[src/hw/rtl/sbc_pkg.sv]
`default_nettype none

package sbc_pkg;

  localparam int SLOTS    = 10;
  localparam int CODE_W   = 6;
  localparam int ACC_W    = SLOTS * CODE_W;
  localparam int SLOT_W   = 4;
  localparam int WORD_W   = 64;
  localparam int CHAR_W   = 8;

  localparam logic [CODE_W-1:0] CODE_ZERO       = 6'h24;
  localparam logic [CODE_W-1:0] CODE_UNDERSCORE = 6'h25;
  localparam logic [CODE_W-1:0] CODE_INVALID    = 6'h26;
  localparam logic [CODE_W-1:0] CODE_STAR       = 6'h27;
  localparam logic [CHAR_W-1:0] CHAR_NACK       = 8'h15;

  localparam logic MODE_ENCODE = 1'b0;
  localparam logic MODE_DECODE = 1'b1;
  localparam logic KIND_WORD   = 1'b0;
  localparam logic KIND_CHAR   = 1'b1;

  typedef enum logic [1:0] {
    ST_IDLE,
    ST_FLUSH,
    ST_DECODE
  } state_t;

  typedef struct packed {
    logic [CODE_W-1:0] code;
    logic              bad;
  } enc_t;

  typedef struct packed {
    logic done_now;
    logic full;
  } pack_stat_t;

  typedef struct packed {
    logic [CHAR_W-1:0] ch;
    logic              inv;
    logic              stop;
  } unpk_stat_t;

  typedef struct packed {
    logic              kind;
    logic [WORD_W-1:0] word;
    logic [CHAR_W-1:0] ch;
    logic              last;
    logic              error;
  } result_t;

  function automatic enc_t encode_byte(input logic [CHAR_W-1:0] b);
    enc_t r;
    r.bad  = 1'b0;
    r.code = '0;
    case (b) inside
      [8'h41:8'h5A]: r.code = CODE_W'(b - 8'h37);
      [8'h61:8'h7A]: r.code = CODE_W'(b - 8'h57);
      [8'h31:8'h39]: r.code = CODE_W'(b - 8'h30);
      8'h30:         r.code = CODE_ZERO;
      8'h5F:         r.code = CODE_UNDERSCORE;
      8'h2A:         r.code = CODE_STAR;
      8'h00:         r.code = '0;
      default:       r.bad  = 1'b1;
    endcase
    return r;
  endfunction

  function automatic logic [CHAR_W-1:0] decode_code(input logic [CODE_W-1:0] c);
    logic [CHAR_W-1:0] r;
    r = '0;
    case (c) inside
      [6'd10:6'd35]:   r = CHAR_W'(c) + 8'h57;
      [6'd1:6'd9]:     r = CHAR_W'(c) + 8'h30;
      CODE_ZERO:       r = 8'h30;
      CODE_UNDERSCORE: r = 8'h5F;
      CODE_INVALID:    r = CHAR_NACK;
      CODE_STAR:       r = 8'h2A;
      default:         r = '0;
    endcase
    return r;
  endfunction

endpackage

`default_nettype wire

[src/hw/rtl/sbc_packer.sv]
`default_nettype none

// codes enter at the top and shift down one slot per step
module sbc_packer import sbc_pkg::*; (
  input  wire logic              clk,
  input  wire logic              rst,
  input  wire logic              take,
  input  wire logic              shift,
  input  wire logic              clear,
  input  wire logic [CHAR_W-1:0] char_in,
  output logic [ACC_W-1:0]       acc,
  output logic                   err,
  output pack_stat_t             stat
);

  logic [SLOT_W-1:0] slot;
  enc_t              enc;

  always_comb begin
    enc           = encode_byte(char_in);
    stat.done_now = (enc.code == '0) || (slot == SLOT_W'(SLOTS - 1));
    stat.full     = (slot == SLOT_W'(SLOTS));
  end

  always_ff @(posedge clk) begin
    if (rst || clear) begin
      acc  <= '0;
      slot <= '0;
      err  <= 1'b0;
    end else if (take) begin
      acc  <= {enc.code, acc[ACC_W-1:CODE_W]};
      slot <= slot + 1'b1;
      err  <= err | enc.bad;
    end else if (shift) begin
      acc  <= {{CODE_W{1'b0}}, acc[ACC_W-1:CODE_W]};
      slot <= slot + 1'b1;
    end
  end

endmodule

`default_nettype wire

[config.mk]
export PLATFORM = sky130hd
export DESIGN_NAME = sbc_packer
export DESIGN_NICKNAME = d
export VERILOG_FILES = /design/src/hw/rtl/sbc_pkg.sv /design/src/hw/rtl/sbc_packer.sv
export SDC_FILE = /design/constraint.sdc
export NUM_CORES = 1
export LEC_CHECK = 0
export BUFFER_PORTS_ARGS = -buffer_cell sky130_fd_sc_hd__clkbuf_2
export CAP_MARGIN = 30
export CORE_UTILIZATION = 52
export CTS_CLUSTER_DIAMETER = 50
export CTS_CLUSTER_SIZE = 30
export DETAILED_ROUTE_END_ITERATION = 10
export PLACE_DENSITY = 0.76
export RECOVER_POWER = 25
export REMOVE_ABC_BUFFERS = 1
export SYNTH_ARGS = -nofsm -noshare
export SYNTH_HDL_FRONTEND = slang
export SYNTH_SLANG_ARGS = --single-unit
[constraint.sdc]
create_clock -name clk -period 2.8 [get_ports clk]
set_input_delay 0.28 -clock clk [delete_from_list [all_inputs] [get_ports clk]]
set_output_delay 0.28 -clock clk [all_outputs]
set_load 0.1 [all_outputs]
==> reports/results.tsv <==
stage	metric	value	unit
status	outcome	complete, but fails checks	
status	violations	max-capacitance violations, max-slew violations	
clock_network	clk_pin_slew	60	ps
min_path	min_delay_path_depth	3	
route	firstDrtPassIters	5	
floorplanning	dieHeight	77.2	um
yosys	synth_ff_type	dfxtp_1	
yosys	synth_top_area_share	44.3	%
route	ant_nets	0	
power	power_density	543	nW/um2
yosys	synth.avg_cell_area	7.90	um2
setup_path	crit_required	2520	ps
placement	placedCellCount	500	
grt	gr-usage-all-layers	23.2	%
floorplanning	core	5470	um2
min_path	hp-class	in -> reg	
power	comb_power_share	11.5	%
power	internal_power	1430	uW
setup_path	critical_path_arrival	2380	ps
placement	detailed_place_hpwl	4520	um
floorplanning	die_w	77.2	um
clock_network	post_cts_hold_buffer_count	0	
finish	antennaDiodeCount	0	
yosys	synth_warnings	0	
timing	setup_slack	139	ps
yosys	synth_cell_types	51	
finish	fin_nets	464	
finish	final_cell_mix	nand2_1 (121), clkbuf_2 (73), a21oi_1 (65), dfxtp_1 (65)	
finish	drive_gt1_share	23.4	%
setup_path	worstPathMaxFanout	7	
power	switching_share	26.0	%
finish	fin_cells	516	
setup_path	start_kind	primary input	
yosys	synth_cells	372	
yosys	synth_area	2940	um2
grt	antenna_found_initial	0	
clock_network	cts_max_level	3	
finish	final_common_cell	nand2_1	
setup_path	criticalPathCategory	in -> out	
power	peakVddDrop	0.000381	V
finish	syn_to_final_growth	21.0	%
finish	multiInputGateArea	1500	um2
finish	fillers	483	
clock_network	cts_setup_buffers	0	
clock_network	cts_buffers	9	
timing	finalMaxSlewViolations	39	
placement	place_area	3360	um2
timing	fin_crit_sh	95.0	%
finish	fin_area	3550	um2
timing	grt_setup_unrepaired	false	
clock_network	clock_path_buffers	2	
clock_network	cts_sinks	65	
yosys	ys_top_cells_by_area	dfxtp_1 (44%), nand2_1 (15%), a21oi_1 (11%), ha_1 (5.1%), clkbuf_1 (2.6%)	
yosys	synth_edf_count	0	
finish	register_area	1300	um2
timing	timing.fmax	376	MHz
timing	fin_worst_skew	7.12	ps
yosys	synth_top_cell_by_area	dfxtp_1	
floorplanning	ios	76	
timing	slew_headroom	-10.0	%
clock_network	clock_latency	330	ps
setup_path	endpoint_kind	output port	
grt	grt_pass1_wl	11000	um
finish	final_util	65.0	%
grt	first_global_vias	2383	
placement	port-buffer-count	75	
placement	gp_congestion	0.918	
job	max-cap-violations	1	
power	power_frac_seq	48.5	%
power	clockPowerShare	40.0	%
yosys	ys_ff_latch	65	
grt	grt_max_degree	62	
route	wl_per_cell	13.1	um
timing	min_period	2660	ps
setup_path	regToRegSetupSlack	1740	ps
floorplanning	start_util	53.7	%
route	vias_per_cell	5.28	
route	via_count	2722	
timing	setup_viol	0	
timing	hold_viol_final	0	
yosys	ys_seq_area_share	44.3	%
clock_network	root_buffer	clkbuf_8	
floorplanning	floorplan.rows	27	
clock_network	cts_tree	built	
grt	gr-total-overflow	0	
clock_network	ctsResizeCount	0	
floorplanning	die_area	5950	um2
route	wirelength	6740	um
route	drtIter0Drc	162	
timing	fin_setup_tns	0	ps
power	p_leak	0.00141	uW
placement	pre_cts_ws	145	ps
yosys	synthArstFlopShare	0	%
setup_path	rr_worst_depth	3	
timing	worst_pin_slew	1650	ps
route	drc_errors	0	
power	p_sw	501	uW
==> power by group through the flow <==
stage                     registers [uW]  clock network (uW)  logic, uW
after floorplan                      986                   0        118
after global placement               957                   0        223
after detailed placement             956                   0        222
after CTS                            935                 793        223
after global routing                 936                 834        239
final                                936                 771        222
==> routing by layer <==
layer	wire [um]	vias to the layer above	share of wire (%)	track usage [%]
met1	3150	1260	47	28.2
met5	0	-	0	0
met3	311	10	4.6	6.31
met2	3170	78	47	37.7
met4	110	0	1.6	11.1
li1	-	1374	-	-
==> worst max-delay path: stages <==
cell and delay (ps):
clkbuf_2 130, inv_1 90, ha_1 190, or4b_4 480
a211o_1 340, o221a_4 160, nor2_4 110, mux2i_1 190
a41o_1 220, buf_12 190
==> sequential cells by signal (all words and copies together), names as in the netlist <==
register,count
acc,60
err,1
slot,4
==> through the flow <==
step,total power [uW],hold slack [ps]
floorplan,1100,440
detailed placement,1180,445
global route,2010,442
global placement,1180,437
finish,1930,420
CTS,1950,333
==> cells in the mapped netlist, drive strengths merged, types with 2 or more instances <==
cell type	count
o21ai	6
xor2	3
nor4	2
buf	6
nand2b	2
o211a	2
dfxtp	65
clkbuf	20
or2	3
o21ba	2
and3b	2
a21bo	2
nand3	2
o211ai	2
mux2i	2
nand4b	2
inv	8
and2	2
nor2	14
nand4	2
xnor2	4
nand2	121
a21oi	65
ha	12
==> area by class of cell <==
cell class / count / area share [%]
sequential: 65 / 36.6
clock buffer: 11 / 3.98
inverter: 8 / 0.845
multi-input combinational: 273 / 42.2
timing repair buffer: 82 / 12.3
tap: 72 / 2.53
clock inverter: 5 / 1.55
==> final timing paths <==
kind                                             end                  from
worst max register to register  slot[1]$_SDFFE_PP0P_  slot[0]$_SDFFE_PP0P_
worst min register to register   acc[0]$_SDFFE_PP0P_   acc[0]$_SDFFE_PP0P_
worst min-delay path            acc[59]$_SDFFE_PP0P_                  take
worst max-delay path                         stat[1]            char_in[0]
==> cells by family after synthesis <==
family,Yosys count,synth area share [%]
flops,65,44.3
compound gates,94,19.4
buf+inv,34,4.94
xor+xnor,7,2.09
fa+ha+maj,12,5.11
mux,2,0.681
simple gates,158,23.5
Power figures use the tool's default switching activity.
