### src/hw/rtl/sbc_pkg.sv
`default_nettype none

package sbc_pkg;

  localparam int SLOTS    = 10;
  localparam int CODE_W   = 6;
  localparam int ACC_W    = SLOTS * CODE_W;
  localparam int SLOT_W   = 4;
  localparam int WORD_W   = 64;
  localparam int CHAR_W   = 8;

  localparam logic [CODE_W-1:0] CODE_ZERO       = 6'h24;
  localparam logic [CODE_W-1:0] CODE_UNDERSCORE = 6'h25;
  localparam logic [CODE_W-1:0] CODE_INVALID    = 6'h26;
  localparam logic [CODE_W-1:0] CODE_STAR       = 6'h27;
  localparam logic [CHAR_W-1:0] CHAR_NACK       = 8'h15;

  localparam logic MODE_ENCODE = 1'b0;
  localparam logic MODE_DECODE = 1'b1;
  localparam logic KIND_WORD   = 1'b0;
  localparam logic KIND_CHAR   = 1'b1;

  typedef enum logic [1:0] {
    ST_IDLE,
    ST_FLUSH,
    ST_DECODE
  } state_t;

  typedef struct packed {
    logic [CODE_W-1:0] code;
    logic              bad;
  } enc_t;

  typedef struct packed {
    logic done_now;
    logic full;
  } pack_stat_t;

  typedef struct packed {
    logic [CHAR_W-1:0] ch;
    logic              inv;
    logic              stop;
  } unpk_stat_t;

  typedef struct packed {
    logic              kind;
    logic [WORD_W-1:0] word;
    logic [CHAR_W-1:0] ch;
    logic              last;
    logic              error;
  } result_t;

  function automatic enc_t encode_byte(input logic [CHAR_W-1:0] b);
    enc_t r;
    r.bad  = 1'b0;
    r.code = '0;
    case (b) inside
      [8'h41:8'h5A]: r.code = CODE_W'(b - 8'h37);
      [8'h61:8'h7A]: r.code = CODE_W'(b - 8'h57);
      [8'h31:8'h39]: r.code = CODE_W'(b - 8'h30);
      8'h30:         r.code = CODE_ZERO;
      8'h5F:         r.code = CODE_UNDERSCORE;
      8'h2A:         r.code = CODE_STAR;
      8'h00:         r.code = '0;
      default:       r.bad  = 1'b1;
    endcase
    return r;
  endfunction

  function automatic logic [CHAR_W-1:0] decode_code(input logic [CODE_W-1:0] c);
    logic [CHAR_W-1:0] r;
    r = '0;
    case (c) inside
      [6'd10:6'd35]:   r = CHAR_W'(c) + 8'h57;
      [6'd1:6'd9]:     r = CHAR_W'(c) + 8'h30;
      CODE_ZERO:       r = 8'h30;
      CODE_UNDERSCORE: r = 8'h5F;
      CODE_INVALID:    r = CHAR_NACK;
      CODE_STAR:       r = 8'h2A;
      default:         r = '0;
    endcase
    return r;
  endfunction

endpackage

`default_nettype wire

### src/hw/rtl/sbc_unpacker.sv
`default_nettype none

module sbc_unpacker import sbc_pkg::*; (
  input  wire logic              clk,
  input  wire logic              rst,
  input  wire logic              load,
  input  wire logic              step,
  input  wire logic [WORD_W-1:0] word_in,
  output unpk_stat_t             stat
);

  logic [ACC_W-1:0]  sr;
  logic [SLOT_W-1:0] idx;

  always_comb begin
    stat.ch   = decode_code(sr[CODE_W-1:0]);
    stat.inv  = (sr[CODE_W-1:0] == CODE_INVALID);
    stat.stop = (stat.ch == '0) || stat.inv || (idx == SLOT_W'(SLOTS - 1));
  end

  always_ff @(posedge clk) begin
    if (rst) begin
      idx <= '0;
    end else if (load) begin
      idx <= '0;
    end else if (step) begin
      idx <= idx + 1'b1;
    end
  end

  always_ff @(posedge clk) begin
    if (load) begin
      sr <= word_in[ACC_W-1:0];
    end else if (step) begin
      sr <= {{CODE_W{1'b0}}, sr[ACC_W-1:CODE_W]};
    end
  end

endmodule

`default_nettype wire

### config.mk
export PLATFORM = sky130hd
export DESIGN_NAME = sbc_unpacker
export DESIGN_NICKNAME = d
export VERILOG_FILES = /design/src/hw/rtl/sbc_pkg.sv /design/src/hw/rtl/sbc_unpacker.sv
export SDC_FILE = /design/constraint.sdc
export NUM_CORES = 1
export LEC_CHECK = 0
export ABC_AREA = 1
export BUFFER_PORTS_ARGS = -buffer_cell sky130_fd_sc_hd__buf_2
export CORE_MARGIN = 1.5
export CORE_UTILIZATION = 50
export DETAILED_ROUTE_END_ITERATION = 10
export PLACE_DENSITY = 0.76
export SYNTH_ARGS = -nofsm -noshare
export SYNTH_HDL_FRONTEND = slang
export SYNTH_SLANG_ARGS = --single-unit
export TNS_END_PERCENT = 5
### constraint.sdc
create_clock -name clk -period 4.2 [get_ports clk]
set_input_delay 0.63 -clock clk [delete_from_list [all_inputs] [get_ports clk]]
set_output_delay 0.63 -clock clk [all_outputs]
set_load 0.02 [all_outputs]
==> results of run 1 <==
area by class of cell:
type	instances	area (sq um)
Sequential cell	64	1882
Clock inverter	6	60.06
Timing Repair Buffer	76	387.9
Inverter	28	112.6
Tap cell	77	96.34
Fill cell	583	2466
Clock buffer	10	127.6
Multi-Input combinational cell	290	1363
power breakdown:
part | total, mW | switching, mW | internal, mW | leakage, nW
Combinational | 0.302 | 0.193 | 0.109 | 1.30
Sequential | 0.801 | 0.0298 | 0.771 | 0.661
Clock | 0.505 | 0.234 | 0.271 | 0.0937
Total | 1.61 | 0.456 | 1.15 | 2.05
worst max-delay path, stage by stage (launching register included):
cell and delay, ns:
sky130_fd_sc_hd__edfxtp_1 0.45, sky130_fd_sc_hd__inv_1 0.22, sky130_fd_sc_hd__ha_1 0.33, sky130_fd_sc_hd__nand2_2 0.09
sky130_fd_sc_hd__o21ai_2 0.06, sky130_fd_sc_hd__nand2_1 0.05, sky130_fd_sc_hd__o21ai_1 0.13, sky130_fd_sc_hd__nand2_4 0.14
sky130_fd_sc_hd__inv_4 0.10, sky130_fd_sc_hd__nand3_1 0.07, sky130_fd_sc_hd__nand2_1 0.10, sky130_fd_sc_hd__nand2_1 0.06
sky130_fd_sc_hd__nor2_1 0.08, sky130_fd_sc_hd__nand2_1 0.06, sky130_fd_sc_hd__nand2_1 0.04, sky130_fd_sc_hd__buf_2 0.15
state kept, by name, summed over array words and instances (netlist names):
signal	cells
sr	60
idx	4
cells in the final DEF, fill, tap and decap left out, drive strengths merged, types with 2 or more instances in the layout:
cell type	synthesis	layout
buf	2	76
clkbuf	12	10
dfxtp	4	4
ha	12	12
or2	2	2
nor2	17	17
o21ai	3	3
nand3	28	28
inv	28	28
nor3	3	3
nand2	213	213
edfxtp	60	60
a21oi	6	6
clkinv	0	4
logic make-up after synthesis:
| group | count (synthesis) | synth area share, % |
|---|---|---|
| AND/OR/NAND/NOR | 266 | 33.36 |
| flip-flops | 64 | 54.95 |
| buffers and inverters | 42 | 5.261 |
| AO/OA/AOI/OAI | 12 | 2.046 |
| adder cells (fa/ha/maj) | 12 | 4.384 |
metal layers:
layer | share of wire (%) | routed length (um) | track usage, % | vias up
met5 | 0.43 | 30 | 0 | -
met4 | 0.69 | 48 | 5.425 | 4
met3 | 7.1 | 491 | 8.373 | 8
met2 | 48 | 3316 | 32.93 | 87
met1 | 44 | 3036 | 24.20 | 1193
li1 | - | - | - | 1413
how the worst max path moves through the flow:
| stage | to | slack (ns) | startpoint | cells past startpoint |
|---|---|---|---|---|
| 4_1_cts | stat[0] | 1.06 | sr[4] | 15 |
| 2_1_floorplan | stat[0] | 1.77 | sr[4] | 14 |
| 6_report | stat[0] | 1.10 | sr[4] | 15 |
| 3_3_place_gp | stat[0] | 1.47 | sr[4] | 15 |
| 5_1_grt | stat[0] | 0.78 | sr[4] | 15 |
| 3_5_place_dp | stat[0] | 1.44 | sr[4] | 15 |
per-stage QoR:
step / area [sq um] / util [%] / std cells / power, mW / worst slack, ns
3_3_place_gp: 3841 / 59.14 / 535 / 1.110 / 1.470
5_1_grt: 4029 / 62.03 / 551 / 1.694 / 0.7759
6_report: 4029 / 62.03 / 551 / 1.608 / 1.100
4_1_cts: 4029 / 62.03 / 551 / 1.622 / 1.058
3_5_place_dp: 3841 / 59.14 / 535 / 1.118 / 1.444
2_1_floorplan: 3425 / - / 396 / 1.023 / 1.768
==> summary.txt, run 1 <==
STA
  – Final setup violation count: 0
  – Tmin final: 3.100 ns
  – Final Hold Viols: 0
  – Final worst-path cycle share: about three quarters
  – Final TNS setup: 0 ns
  – Final count of pins violating max slew: 0
  – Worst slew pin tran: approximately 0.84 ns
  – Highest attainable clock frequency: roughly 320 MHz
  – Worst clock skew: ~0.0058 ns
  – Unrepaired setup endpoints after global routing: false
  – Worst relative slew slack: about 44%
  – Minimum hold slack: roughly 0.5 ns

Worst hold path
  – Min-Delay Path Depth: 2
  – Endpoint of the worst hold-timing path: sr[21]
  – Start point of the worst min-delay path: sr[27]
  – Min-Delay Path Class: reg2reg

Setup path
  – Critical path endpoint category: output pin
  – Max FO, Critical Path: 10
  – FF-to-FF End: idx[1]
  – Worst path required time: around 3.6 ns
  – Setup slack on the worst flop-to-flop path: around 3.2 ns
  – Startpoint type of the worst setup path: register
  – Number of cells on the worst reg-to-reg path: 3
  – Critical path data arrival time: between 2 and 2.5 ns
  – WS Path Type: reg2out
  – Launching point of the worst reg2reg path: idx[1]

Routing
  – First drt pass iteration count: 4
  – Detailed Route WL: 6922 um
  – Antenna violation net count after detailed routing: 0
  – Count of unresolved DRC violations after routing: 0
  – Routed wire length per instance: roughly 13 um
  – Number of vias in the routed layout: about 2,700
  – DRC violation total after the first TritonRoute iteration: roughly 150
  – Post-DR vias/cell: just under 5

Final layout
  – Layout area overhead: 17.65%
  – Share of cells above drive strength 1: approximately 24%
  – Antenna Diode Count: 0
  – # nets final: approximately 550

Logic synthesis
  – Area contributors post-synth: sky130_fd_sc_hd__edfxtp_1 53%, sky130_fd_sc_hd__nand2_1 22%, sky130_fd_sc_hd__ha_1 4.4%
  – Syn Area/Cell: just under 9 sq um
  – Share of synthesized registers carrying an async set or reset: 0%
  – Post-synthesis sequential element count: 64
  – Sequential-to-total area share from yosys stat: between 50% and 60%
  – Number of instances in the synthesized netlist: between 300 and 400
  – Most repeated cell in the gate-level netlist after synthesis: sky130_fd_sc_hd__nand2_1
  – Number of distinct library cell variants in the gate-level netlist after synthesis: 28
  – Post-synth EDFFs: 60
  – Cell type contributing the most total cell area after synthesis: sky130_fd_sc_hd__edfxtp_1
  – Synthesized netlist net count: approximately 480
  – Combined area of all synthesized cells: approximately 0.0034 sq mm
  – Flip-flop cell with the highest count after synthesis: sky130_fd_sc_hd__edfxtp_1
  – Commonest cells in the synthesized netlist: 204 x sky130_fd_sc_hd__nand2_1, 60 x sky130_fd_sc_hd__edfxtp_1, 25 x sky130_fd_sc_hd__nand3_1
  – Area share of the largest cell type after synthesis: between 50% and 60%
  – Count of synthesis-stage warnings from yosys: 0

Floorplanning
  – Starting density of the core: 52.73%
  – # rows: 29
  – Width of the chip: between 80 and 90 um
  – Height of the die: ~86 um
  – Overall die area: ~0.0074 sq mm
  – Core region area: roughly 0.0065 sq mm
  – Number of top-level design ports: approximately 80

Status
  – Outcome: complete, no violations

Clock network
  – TritonCTS Buffers: 9
  – CTS sink cnt: 64
  – CTS tree: done
  – Post-CTS repair timing setup buffer count: 0
  – Clock transition time at the flip-flop clock pins of the worst setup and hold paths: ~0.07 ns
  – Worst skew pair latency: between 0.3 and 0.4 ns
  – H-tree Lvls: 3
  – Hold_buf cts: 0
  – Root buffer cell: sky130_fd_sc_hd__clkbuf_8
  – Buffer depth of the longest clock path: 2
  – Number of resized instances in the post-cts repair step: 0

GRT
  – Pin count of the biggest net entering global routing: between 60 and 70
  – Total congestion overflow: 0
  – Global-route wire length before repair: 11,250 um
  – Antenna violations before repair: 2
  – All-Layer GR Usage: 19.95%
  – Vias in the first global route: between 2,000 and 3,000

Pwr
  – Leakage power figure: slightly above 2 nW
  – Power density over the cells: 399.1 mW/mm^2
  – Maximum ir drop on the vdd rail: about 0.37 mV

Flow run
  – Max-capacitance violation count: 0

Place
  – Number of port buffers: 73
  – Detailed placer's ending HPWL: slightly below 5000 um
  – Placer Congestion: around 0.94
Note: power is estimated with default switching activity, not from simulation.
==> run 2, diff against run 1 <==
CORE_UTILIZATION = 49   (was 50)
PLACE_DENSITY = 0.77   (was 0.76)
clock period = 2.7 ns   (was 4.2 ns; I/O delays follow)
==> summary.txt, run 2 (same netlist as run 1, synthesis figures left out) <==
STA
  – Final worst-path cycle share: 100.3%
  – Highest attainable clock frequency: between 300 and 400 MHz
  – Worst setup margin: -0.008477 ns (-1.109 ns)
  – Worst relative slew slack: 44.07% (+0.12 points)
  – Final Hold Viols: 0 (unchanged)
  – Tmin final: approximately 2.7 ns
  – Final setup violation count: 1 (+1)
  – Unrepaired setup endpoints after global routing: true
  – Worst clock skew: 0.008295 ns (+0.002456 ns)
  – Final count of pins violating max slew: 0 (unchanged)
  – Worst slew pin tran: 0.8377 ns (-0.001759 ns)

Clock network
  – Clock transition time at the flip-flop clock pins of the worst setup and hold paths: 0.08 ns (about the same)
  – Worst skew pair latency: 0.34 ns (about the same)
  – TritonCTS Buffers: 9 (unchanged)
  – CTS sink cnt: 64 (unchanged)
  – CTS tree: done
  – H-tree Lvls: 3 (unchanged)
  – Buffer depth of the longest clock path: 2 (unchanged)
  – Root buffer cell: sky130_fd_sc_hd__clkbuf_8

Setup path
  – Critical path data arrival time: 2.30 ns (-0.17 ns)
  – Crit path max-delay cell type: sky130_fd_sc_hd__edfxtp_1
  – Max FO, Critical Path: 6 (-4)
  – Max stage delay on crit path: 0.50 ns (+0.05 ns)
  – Startpoint type of the worst setup path: register
  – Worst path required time: 2.30 ns (-1.27 ns)
  – Critical path endpoint category: output pin
  – Critical path cell sequence: buf_4 > ha_2 > o21ai_2 > nand2_2 > o21ai_4 > nand2_4 > inv_4 > nand3_1 > nand2_1 > nand2_1 > nor2_2 > nand2_1 > nand2_1 > buf_4
  – Cell with the most instances on the worst path: sky130_fd_sc_hd__nand2_1
  – WS Path Type: reg2out

Floorplanning
  – Width of the chip: 86.60 um (+0.98%)
  – Core region area: 0.006794 sq mm (+4.6%)
  – Starting density of the core: 50.41% (-2.3 points)
  – Height of the die: 86.60 um (+0.98%)
  – Number of top-level design ports: 78 (unchanged)
  – Overall die area: 0.007500 sq mm (+2.0%)
  – # rows: 30 (+3.4%)

Worst hold path
  – Min-Delay Path Class: in2reg

Final layout
  – # nets final: 566 (+3.1%)
  – Largest registers: sr: 60 flops, idx: 4 flops
  – Share of cells above drive strength 1: 31.98% (+7.7 points)
  – Most frequent standard cell in the layout excluding fill and tap cells: sky130_fd_sc_hd__nand2_1
  – Antenna Diode Count: 0 (unchanged)
  – Layout area overhead: 29.12%
  – Most frequent cells in the layout: 203 x sky130_fd_sc_hd__nand2_1, 72 x sky130_fd_sc_hd__buf_2, 60 x sky130_fd_sc_hd__edfxtp_1, 22 x sky130_fd_sc_hd__nand3_1, 20 x sky130_fd_sc_hd__inv_1
  – Post-layout instance count excluding filler cells: 587 (+6.5%)
  – Biggest register: sr
  – Number of flip-flops under the largest register name: 60 (unchanged)

Status
  – Outcome: finished, violations left
  – Violations in the final reports: negative setup slack

GRT
  – Global-route met3 utilization: 6.000% (-2.4 points)
  – Vias in the first global route: 2,473 (-3.7%)
  – All-Layer GR Usage: 19.80% (-0.14 points)
  – Antenna violations before repair: 0 (-2)
  – Global-route met2 utilization: 32.74% (-0.19 points)
  – Total congestion overflow: 0 (unchanged)
  – Global Route met1 Usage: 24.75% (+0.55 points)
  – Most Crowded Layer GR: met2
  – Pin count of the biggest net entering global routing: 55 (-13%)
  – Global-route wire length before repair: 11,360 um (+1.0%)

Routing
  – First drt pass iteration count: 4 (unchanged)
  – Detailed Route WL: 7523 um (+8.7%)
  – DRC violation total after the first TritonRoute iteration: 146 (-5.2%)
  – Post-DR vias/cell: 4.954 (+0.91%)
  – Count of unresolved DRC violations after routing: 0 (unchanged)
  – Routed wire length per instance: 12.82 um (+2.0%)
  – Number of vias in the routed layout: 2,908 (+7.5%)
  – Antenna violation net count after detailed routing: 0 (unchanged)

Pwr
  – Sequential fraction of design power: 41.3% (-8.5 points)
  – Power density over the cells: 679.4 mW/mm^2 (+70%)
  – Design internal power: 2.227 mW (+93%)
  – Sw Pwr: 0.7766 mW (+70%)
  – Power share of the combinational group: 19.4% (+0.6 points)
  – Maximum ir drop on the vdd rail: 0.4589 mV (+25%)
  – Switching share of total power: 25.85% (-2.5 points)
  – Clk network pwr share: 39.3% (+7.9 points)
  – Leakage power figure: 2.197 nW (+6.9%)

Place
  – Number of port buffers: 73 (unchanged)
  – # placed instances: 555 (+3.7%)
  – Detailed placer's ending HPWL: 4690 um (-4.0%)
  – Placer Congestion: 0.9051 (-3.4%)
  – Worst slack at placement: 0.2700 ns (-1.174 ns)

Flow run
  – Max-capacitance violation count: 0 (unchanged)
-- run 2: cell types whose count changed in the layout (fill, tap and decap cells not counted), moves of 4 or more --
cell	change
sky130_fd_sc_hd__buf_4	+13
sky130_fd_sc_hd__bufinv_16	+4
sky130_fd_sc_hd__ha_1	-8
sky130_fd_sc_hd__ha_2	+4
sky130_fd_sc_hd__ha_4	+4
sky130_fd_sc_hd__inv_1	-4
-- run 2: final cells by class --
type	count	area (sq um)
clock buffers	9	123.9
repair buffers	90	511.7
inverters	28	115.1
fillers	533	2372
clock inverters	7	167.7
multi-input cells	293	1501
flip-flops and latches	64	1882
well taps	96	120.1
-- run 2: worst max-delay path, delay by kind of cell (launching register included) --
kind,cells,cell delay [ns]
AO/OA/AOI/OAI,2,0.22
flip-flops,1,0.50
buffers and inverters,3,0.42
adder cells (fa/ha/maj),1,0.18
AND/OR/NAND/NOR,8,0.66
-- run 2: power by group through the flow --
| stage | logic (mW) | clock network, mW | registers [mW] |
|---|---|---|---|
| 2_1_floorplan | 0.347 | 0 | 1.24 |
| 3_3_place_gp | 0.465 | 0 | 1.26 |
| 3_5_place_dp | 0.472 | 0 | 1.27 |
| 4_1_cts | 0.490 | 1.19 | 1.24 |
| 5_1_grt | 0.642 | 1.24 | 1.25 |
| 6_report | 0.583 | 1.18 | 1.24 |
-- run 2: final timing paths --
path / to / cells after the start / slack, ns / from
max: stat[0] / 14 / -0.008 / sr[1]
min: sr[56] / 3 / 0.32 / word_in[56]
max reg2reg: idx[1] / 3 / 1.64 / idx[1]
min reg2reg: sr[29] / 2 / 0.51 / sr[35]
-- run 2: timing repair --
item / CTS / global route
hold buffers: 0 / 0
buffers inserted: 4 / 9
pin swaps: 0 / 11
setup endpoints to repair: 1 / 3
cloned: 0 / 3
endpoints found under the hold margin: 0 / 0
resized for setup: 3 / 30
-- run 2: per-layer routing --
layer  wire length, um  vias up
met5                 0        -
met4               145        0
met3               532       17
met2              3767      118
met1              3078     1313
li1                  -     1460
-- run 2: per-stage QoR --
step	setup TNS, ns	hold slack, ns	utilization, %	power, mW	cell area, sq um
CTS	0	0.3053	61.99	2.929	4212
global route	-0.1655	0.3034	65.08	3.130	4422
finish	-0.008477	0.3153	65.08	3.004	4422
floorplan	0	0.4838	-	1.592	3425
global placement	0	0.4902	57.18	1.730	3885
detailed placement	0	0.4965	57.18	1.739	3885
